$ cat src/rtl/core/fqws_pkg.sv
// ----------------------------------------------------------------------------
// fqws_pkg
// Shared types and constants for the FIFO queue with sort unit.
// ----------------------------------------------------------------------------
package fqws_pkg;

    parameter int DEPTH_DEFAULT     = 32;
    parameter int WORD_BITS_DEFAULT = 32;

    localparam int VALUE_BITS = 32;
    localparam int COUNT_BITS = 6;
    localparam int OP_BITS    = 2;
    localparam int S_DATA_BITS = 32;
    localparam int M_DATA_BITS = 40;
    localparam int M_USER_BITS = 2;

    localparam logic [VALUE_BITS-1:0] EMPTY_WORD = '1;

    typedef enum logic [OP_BITS-1:0] {
        OP_ENQ   = 2'd0,
        OP_DEQ   = 2'd1,
        OP_SORT  = 2'd2,
        OP_CLEAR = 2'd3
    } op_t;

    typedef enum logic [2:0] {
        ST_IDLE,
        ST_DEQ,
        ST_SORT_LOAD,
        ST_SORT_CMP,
        ST_SORT_PUT
    } state_t;

endpackage

$ cat src/rtl/core/fqws_ram.sv
// ----------------------------------------------------------------------------
// fqws_ram
// Simple dual-port RAM: one write port, one read port with registered data.
// ----------------------------------------------------------------------------
module fqws_ram #(
    parameter int WIDTH = 32,
    parameter int DEPTH = 32
) (
    input  logic                     aclk,
    input  logic                     we,
    input  logic [$clog2(DEPTH)-1:0] waddr,
    input  logic [WIDTH-1:0]         wdata,
    input  logic [$clog2(DEPTH)-1:0] raddr,
    output logic [WIDTH-1:0]         rdata
);

    logic [WIDTH-1:0] mem [DEPTH];
    logic [WIDTH-1:0] rdata_reg;

    always_ff @(posedge aclk) begin
        if (we) begin
            mem[waddr] <= wdata;
        end
        rdata_reg <= mem[raddr];
    end

    assign rdata = rdata_reg;

endmodule

$ cat src/rtl/core/fifo_queue_with_sort_unit.sv
// ----------------------------------------------------------------------------
// fifo_queue_with_sort_unit
// Bounded ring-buffer FIFO of signed words with in-place stable insertion sort.
// ----------------------------------------------------------------------------
// One operation per input word, one result word per operation. Enqueue, clear,
// dequeue on an empty queue and sort of fewer than two entries finish in the
// accept cycle; dequeue of a non-empty queue passes through a read state for
// the registered RAM read. Sort of n entries walks the ring with one RAM read
// port and one signed comparator: per entry i it runs a load step, a compare
// step per entry shifted, and a closing step (the compare that stops the shift,
// or a put step when the entry moves to the head). The input is not ready while
// an operation is in progress or while a result waits unclaimed on the output.
// No clearing pass is needed after reset.
// ----------------------------------------------------------------------------
module fifo_queue_with_sort_unit #(
    parameter int DEPTH     = fqws_pkg::DEPTH_DEFAULT,
    parameter int WORD_BITS = fqws_pkg::WORD_BITS_DEFAULT
) (
    input  logic                                 aclk,
    input  logic                                 aresetn,
    input  logic                                 s_tvalid,
    output logic                                 s_tready,
    input  logic [fqws_pkg::S_DATA_BITS-1:0]     s_tdata,  // [31:0] value
    input  logic [fqws_pkg::OP_BITS-1:0]         s_tuser,  // [1:0] operation
    output logic                                 m_tvalid,
    input  logic                                 m_tready,
    output logic [fqws_pkg::M_DATA_BITS-1:0]     m_tdata,  // [31:0] head_value,
                                                           // [37:32] entry_count
    output logic [fqws_pkg::M_USER_BITS-1:0]     m_tuser   // [0] was_empty,
                                                           // [1] dropped
);

    localparam int AW = $clog2(DEPTH);
    localparam int CW = $clog2(DEPTH + 1);
    localparam int VB = fqws_pkg::VALUE_BITS;
    localparam int NB = fqws_pkg::COUNT_BITS;

    function automatic logic [AW-1:0] ring_inc(input logic [AW-1:0] p);
        ring_inc = (p == AW'(DEPTH - 1)) ? '0 : p + 1'b1;
    endfunction

    function automatic logic [AW-1:0] ring_dec(input logic [AW-1:0] p);
        ring_dec = (p == '0) ? AW'(DEPTH - 1) : p - 1'b1;
    endfunction

    fqws_pkg::state_t state_reg, state_next;

    logic [AW-1:0]        head_reg, head_next;
    logic [CW-1:0]        count_reg, count_next;
    logic [AW-1:0]        i_reg, i_next;
    logic [AW-1:0]        pi_reg, pi_next;
    logic [AW-1:0]        j_reg, j_next;
    logic [AW-1:0]        pj_reg, pj_next;
    logic [AW-1:0]        pjm_reg, pjm_next;
    logic [WORD_BITS-1:0] t_reg, t_next;

    logic                 m_valid_reg, m_valid_next;
    logic [VB-1:0]        head_value_reg, head_value_next;
    logic                 was_empty_reg, was_empty_next;
    logic                 dropped_reg, dropped_next;
    logic [NB-1:0]        entry_count_reg, entry_count_next;

    logic                        ram_we;
    logic [AW-1:0]               ram_waddr;
    logic [WORD_BITS-1:0]        ram_wdata;
    logic [AW-1:0]               ram_raddr;
    logic signed [WORD_BITS-1:0] ram_rdata;

    logic                  s_acc;
    fqws_pkg::op_t         op;
    logic signed [VB-1:0]  s_value;
    logic [AW:0]           tail_sum;
    logic [AW-1:0]         tail_addr;
    logic                  is_full;
    logic                  is_empty;
    logic                  few_entries;
    logic                  cmp_less;
    logic                  sort_last;
    logic                  j_last;

    assign op       = fqws_pkg::op_t'(s_tuser);
    assign s_value  = s_tdata[VB-1:0];
    assign s_tready = (state_reg == fqws_pkg::ST_IDLE) && (!m_valid_reg || m_tready);
    assign s_acc    = s_tvalid && s_tready;

    assign tail_sum    = (AW+1)'(head_reg) + (AW+1)'(count_reg);
    assign tail_addr   = (tail_sum >= (AW+1)'(DEPTH)) ? AW'(tail_sum - (AW+1)'(DEPTH))
                                                      : AW'(tail_sum);
    assign is_full     = (count_reg == CW'(DEPTH));
    assign is_empty    = (count_reg == '0);
    assign few_entries = (count_reg < CW'(2));
    assign cmp_less    = $signed(t_reg) < ram_rdata;
    assign sort_last   = ((CW'(i_reg) + CW'(1)) == count_reg);
    assign j_last      = (j_reg == AW'(1));

    fqws_ram #(
        .WIDTH (WORD_BITS),
        .DEPTH (DEPTH)
    ) u_ram (
        .aclk  (aclk),
        .we    (ram_we),
        .waddr (ram_waddr),
        .wdata (ram_wdata),
        .raddr (ram_raddr),
        .rdata (ram_rdata)
    );

    always_comb begin
        state_next = state_reg;
        unique case (state_reg)
            fqws_pkg::ST_IDLE: begin
                if (s_acc) begin
                    if (op == fqws_pkg::OP_DEQ && !is_empty) begin
                        state_next = fqws_pkg::ST_DEQ;
                    end else if (op == fqws_pkg::OP_SORT && !few_entries) begin
                        state_next = fqws_pkg::ST_SORT_LOAD;
                    end
                end
            end
            fqws_pkg::ST_DEQ: begin
                state_next = fqws_pkg::ST_IDLE;
            end
            fqws_pkg::ST_SORT_LOAD: begin
                state_next = fqws_pkg::ST_SORT_CMP;
            end
            fqws_pkg::ST_SORT_CMP: begin
                if (cmp_less) begin
                    state_next = j_last ? fqws_pkg::ST_SORT_PUT : fqws_pkg::ST_SORT_CMP;
                end else begin
                    state_next = sort_last ? fqws_pkg::ST_IDLE : fqws_pkg::ST_SORT_LOAD;
                end
            end
            fqws_pkg::ST_SORT_PUT: begin
                state_next = sort_last ? fqws_pkg::ST_IDLE : fqws_pkg::ST_SORT_LOAD;
            end
            default: begin
                state_next = fqws_pkg::ST_IDLE;
            end
        endcase
    end

    always_comb begin
        head_next        = head_reg;
        count_next       = count_reg;
        i_next           = i_reg;
        pi_next          = pi_reg;
        j_next           = j_reg;
        pj_next          = pj_reg;
        pjm_next         = pjm_reg;
        t_next           = t_reg;
        m_valid_next     = m_valid_reg && !m_tready;
        head_value_next  = head_value_reg;
        was_empty_next   = was_empty_reg;
        dropped_next     = dropped_reg;
        entry_count_next = entry_count_reg;
        ram_we           = 1'b0;
        ram_waddr        = pj_reg;
        ram_wdata        = t_reg;
        ram_raddr        = head_reg;

        unique case (state_reg)
            fqws_pkg::ST_IDLE: begin
                if (s_acc) begin
                    head_value_next = '0;
                    was_empty_next  = 1'b0;
                    dropped_next    = 1'b0;
                    unique case (op)
                        fqws_pkg::OP_ENQ: begin
                            if (is_full) begin
                                dropped_next = 1'b1;
                            end else begin
                                ram_we     = 1'b1;
                                ram_waddr  = tail_addr;
                                ram_wdata  = WORD_BITS'(s_value);
                                count_next = count_reg + 1'b1;
                            end
                            m_valid_next     = 1'b1;
                            entry_count_next = NB'(count_next);
                        end
                        fqws_pkg::OP_DEQ: begin
                            if (is_empty) begin
                                head_value_next  = fqws_pkg::EMPTY_WORD;
                                was_empty_next   = 1'b1;
                                m_valid_next     = 1'b1;
                                entry_count_next = NB'(count_reg);
                            end else begin
                                ram_raddr  = head_reg;
                                head_next  = ring_inc(head_reg);
                                count_next = count_reg - 1'b1;
                            end
                        end
                        fqws_pkg::OP_SORT: begin
                            if (few_entries) begin
                                m_valid_next     = 1'b1;
                                entry_count_next = NB'(count_reg);
                            end else begin
                                i_next    = AW'(1);
                                pi_next   = ring_inc(head_reg);
                                ram_raddr = ring_inc(head_reg);
                            end
                        end
                        fqws_pkg::OP_CLEAR: begin
                            head_next        = '0;
                            count_next       = '0;
                            m_valid_next     = 1'b1;
                            entry_count_next = '0;
                        end
                        default: begin
                            m_valid_next = 1'b1;
                        end
                    endcase
                end
            end
            fqws_pkg::ST_DEQ: begin
                head_value_next  = VB'(ram_rdata);
                m_valid_next     = 1'b1;
                entry_count_next = NB'(count_reg);
            end
            fqws_pkg::ST_SORT_LOAD: begin
                t_next    = ram_rdata;
                j_next    = i_reg;
                pj_next   = pi_reg;
                pjm_next  = ring_dec(pi_reg);
                ram_raddr = ring_dec(pi_reg);
            end
            fqws_pkg::ST_SORT_CMP: begin
                ram_we    = 1'b1;
                ram_waddr = pj_reg;
                if (cmp_less) begin
                    ram_wdata = ram_rdata;
                    j_next    = j_reg - 1'b1;
                    pj_next   = pjm_reg;
                    pjm_next  = ring_dec(pjm_reg);
                    ram_raddr = ring_dec(pjm_reg);
                end else begin
                    ram_wdata = t_reg;
                    i_next    = i_reg + 1'b1;
                    pi_next   = ring_inc(pi_reg);
                    ram_raddr = ring_inc(pi_reg);
                    if (sort_last) begin
                        m_valid_next     = 1'b1;
                        entry_count_next = NB'(count_reg);
                    end
                end
            end
            fqws_pkg::ST_SORT_PUT: begin
                ram_we    = 1'b1;
                ram_waddr = pj_reg;
                ram_wdata = t_reg;
                i_next    = i_reg + 1'b1;
                pi_next   = ring_inc(pi_reg);
                ram_raddr = ring_inc(pi_reg);
                if (sort_last) begin
                    m_valid_next     = 1'b1;
                    entry_count_next = NB'(count_reg);
                end
            end
            default: begin
                ram_we = 1'b0;
            end
        endcase
    end

    always_ff @(posedge aclk) begin
        if (!aresetn) begin
            state_reg   <= fqws_pkg::ST_IDLE;
            head_reg    <= '0;
            count_reg   <= '0;
            m_valid_reg <= 1'b0;
        end else begin
            state_reg   <= state_next;
            head_reg    <= head_next;
            count_reg   <= count_next;
            m_valid_reg <= m_valid_next;
        end
    end

    always_ff @(posedge aclk) begin
        i_reg           <= i_next;
        pi_reg          <= pi_next;
        j_reg           <= j_next;
        pj_reg          <= pj_next;
        pjm_reg         <= pjm_next;
        t_reg           <= t_next;
        head_value_reg  <= head_value_next;
        was_empty_reg   <= was_empty_next;
        dropped_reg     <= dropped_next;
        entry_count_reg <= entry_count_next;
    end

    assign m_tvalid = m_valid_reg;
    assign m_tdata  = {(fqws_pkg::M_DATA_BITS - VB - NB)'(0), entry_count_reg, head_value_reg};
    assign m_tuser  = {dropped_reg, was_empty_reg};

`ifndef NO_ASSERTIONS
    a_count_bound: assert property (@(posedge aclk) disable iff (!aresetn)
        count_reg <= CW'(DEPTH))
        else $error("entry count above depth");

    a_ready_idle: assert property (@(posedge aclk) disable iff (!aresetn)
        s_tready |-> (state_reg == fqws_pkg::ST_IDLE))
        else $error("input ready while busy");

    a_flags_excl: assert property (@(posedge aclk) disable iff (!aresetn)
        m_valid_reg |-> !(was_empty_reg && dropped_reg))
        else $error("empty and drop flags both set");

    a_deq_read: assert property (@(posedge aclk) disable iff (!aresetn)
        (s_acc && s_tuser == fqws_pkg::OP_DEQ && count_reg != '0)
        |=> (state_reg == fqws_pkg::ST_DEQ && !m_valid_reg))
        else $error("dequeue did not wait for read data");
`endif

endmodule

$ cat config.mk
export PLATFORM = sky130hd
export DESIGN_NAME = fifo_queue_with_sort_unit
export DESIGN_NICKNAME = d
export VERILOG_FILES = /design/src/rtl/core/fqws_pkg.sv /design/src/rtl/core/fqws_ram.sv /design/src/rtl/core/fifo_queue_with_sort_unit.sv
export SDC_FILE = /design/constraint.sdc
export NUM_CORES = 2
export LEC_CHECK = 0
export BUFFER_PORTS_ARGS = -buffer_cell sky130_fd_sc_hd__buf_2
export CAP_MARGIN = 15
export CORE_ASPECT_RATIO = 1.5
export CORE_UTILIZATION = 25
export CTS_CLUSTER_DIAMETER = 100
export CTS_CLUSTER_SIZE = 8
export DETAILED_ROUTE_END_ITERATION = 7
export PLACE_DENSITY = 0.36
export SYNTH_ARGS = -nofsm -noshare
export SYNTH_HDL_FRONTEND = slang
export SYNTH_HIERARCHICAL = 1
export SYNTH_SLANG_ARGS = --single-unit
$ cat constraint.sdc
create_clock -name aclk -period 7.4 [get_ports aclk]
set_input_delay 0 -clock aclk [delete_from_list [all_inputs] [get_ports aclk]]
set_output_delay 0 -clock aclk [all_outputs]
set_load 0.005 [all_outputs]
==> results.ini <==
[outcome]
status=finished, violations left
violations=negative hold slack

[global_routing]
grt_pass1_wl_um=215000
grt_overflow_total=0
grt_max_degree=62
antenna_found_initial=4
grt.total_usage_pct=15.7
grt_pass1_vias=28100

[timing]
clock.fmax_mhz=171
hold_viol=4
post-route-period-util_pct=78.8
timing.hold.ws_ns=-0.000782
setup_violations=0
slew_violations=0
rsz0062_at_grt=no
worst_pin_slew_ns=1.18
max_slew_margin_pct=21.4
fin_tns_setup_ns=0
fin_skew_ns=0.0381
min_period_ns=5.83

[power]
p_per_area_nw_per_um2=299
p_leak_nw=18.5
power_mw=16.9
vdd_ir_drop_max_mv=0.140

[drt]
wl_per_cell_um=26.5
drcViolationCount=0
routed_wl_um=153000
viasPerCell=4.69
drt_iter0_markers=1889
dr.pass1.iters=5
num_vias=27100
ant_nets=0

[layout]
ff_latch_area_um2=34600
regMostFlops=u_ram/mem
area_growth_pct=18.9
multi_input_area_um2=12300
drive_gt1_share_pct=13.0
final_nets=3284
n_fill_cell=18800
largest_reg_flops=1024

[clock_network]
htreeDepth=4
cts_made_buffers=171
clockBufferDepth=4
cts_resized=0
path_clk_slew_ns=0.05
clk_latency_ns=0.80
cts_sinks=1168
cts_tree=done
clock-root-buffer=clkbuf_16

[logic_synthesis]
postSynth.asyncResetShare_pct=0
synthCells=2989
synth_area_um2=47700
ys_seq_area_share_pct=72.6
synth_cell_type_count=71
synth_common_cells=edfxtp_1, mux2i_1, nand2_1
synth_top_cells_by_area=edfxtp_1, mux2i_1, dfxtp_1
synth_top_area_share_pct=70.6
synth-warning-count=6
synth.most_common_cell=edfxtp_1
avgSynthCellArea_um2=16.0
ys_seq_elements=1168
synth_edf_count=1121
synth-main-ff-cell=edfxtp_1
yosysTopAreaCell=edfxtp_1

[worst_setup_path]
cp_slowest_cell=a311oi_1
path_cells=inv_1 > ha_1 > a2111o_1 > a311oi_1 > o22ai_2 > nor3_2 > buf_4 > mux2i_1 > o22ai_4 > buf_12 > buf_12 > mux2i_1 > a22o_1 > nor3_1 > a31oi_1 > nand3_1
path_class=reg2reg
cp-start-kind=flop
endpoint_kind=flop
path_buf_inv=4
critPathMaxFanout=52
path_delay_family=compound AO/OA/AOI/OAI gates
cpPeakStageDelay_ns=0.82
cp.required_ns=7.97
arrival_ns=6.40

[floorplanning]
placementRows=196
die_x_um=359
io_pins=82
die_area_um2=192000
initial_core_util_pct=25.1
core_um2=190000
die_y_um=537

[placed_design]
io_buffers=79
gp_congestion=0.803
dpl.hpwl_um=91500

[hold_path]
hp-class=in2reg

[run]
max-cap-violations=0

cell families (layout without fill, tap and decap cells):
kind of cell | Yosys count | in the layout | share of synthesized area (%)
AOI/OAI and AO/OA | 533 | 533 | 7.63
other | 1 | 3 | 0.00787
buffers and inverters | 226 | 525 | 2.44
adders and majority gates | 52 | 52 | 1.38
xor gates and xnor gates | 23 | 23 | 0.423
DFF | 1168 | 1168 | 72.6
muxes | 523 | 523 | 11.0
and+or+nand+nor | 463 | 463 | 4.55
placed cells by master, fill, tap and decap left out, types with 29 or more instances in the layout:
master     instances
inv_1             50
clkbuf_1          91
dfxtp_1           47
a31oi_1           34
nor2_1            44
a21o_1            66
a22oi_1          100
buf_12            29
mux2i_1          520
nor3_1            46
ha_1              51
edfxtp_1        1121
o21ai_1           29
nand3_1          111
buf_4             79
a21oi_1          138
a22o_1            96
nand2_1          152
clkbuf_16        173
nor2_4            34
buf_2             79
power breakdown:
group	internal [mW]	switching (mW)
Sequential	7.54	0.214
Combinational	0.770	1.35
Clock	4.27	2.77
routing by layer:
| layer | vias to the layer above | share of wire [%] | track usage, % |
|---|---|---|---|
| li1 | 12100 | - | - |
| met1 | 14200 | 41 | 18.7 |
| met2 | 600 | 54 | 29.3 |
| met3 | 200 | 3.1 | 1.84 |
| met4 | 0 | 2.4 | 4.45 |
| met5 | - | 0 | 0 |
path summary, 6_finish.rpt:
| path | depth (start not counted) | from | slack, ns | end |
|---|---|---|---|---|
| max | 16 | u_ram/rdata[2] | 1.57 | u_ram/rdata[30] |
| min | 4 | s_tdata[1] | -0.0008 | u_ram/mem[4][1] |
| max reg2reg | 16 | u_ram/rdata[2] | 1.57 | u_ram/rdata[30] |
| min reg2reg | 0 | u_ram/rdata[30] | 0.51 | t_reg[30] |
area by class of cell:
type,instances,share of cell area (%)
clock buffers,264,8.24
flip-flops and latches,1168,61.1
inverters,55,0.364
well taps,2475,5.46
clock inverters,4,0.0883
repair buffers,202,3.16
multi-input cells,1596,21.6
diodes,1,0.00442
tightest hold or removal path: cells and delay by family:
| family | cells | cell delay, ns |
|---|---|---|
| buffers and inverters | 2 | 0.30 |
| AO/OA/AOI/OAI | 2 | 0.33 |
through the flow:
stage	instances	utilization (%)	area, um^2	setup slack [ns]
floorplan	2990	-	47700	3.28
global placement	5478	27.2	51700	1.41
detailed placement	5481	27.3	51700	1.39
CTS	5754	29.8	56500	1.37
global route	5765	29.9	56700	1.34
finish	5765	29.9	56700	1.57
what timing repair did:
item	4_1_cts	5_1_grt
buffers inserted	0	0
hold buffers	5	4
hold endpoints to repair	14	97
Power figures use the tool's default switching activity.
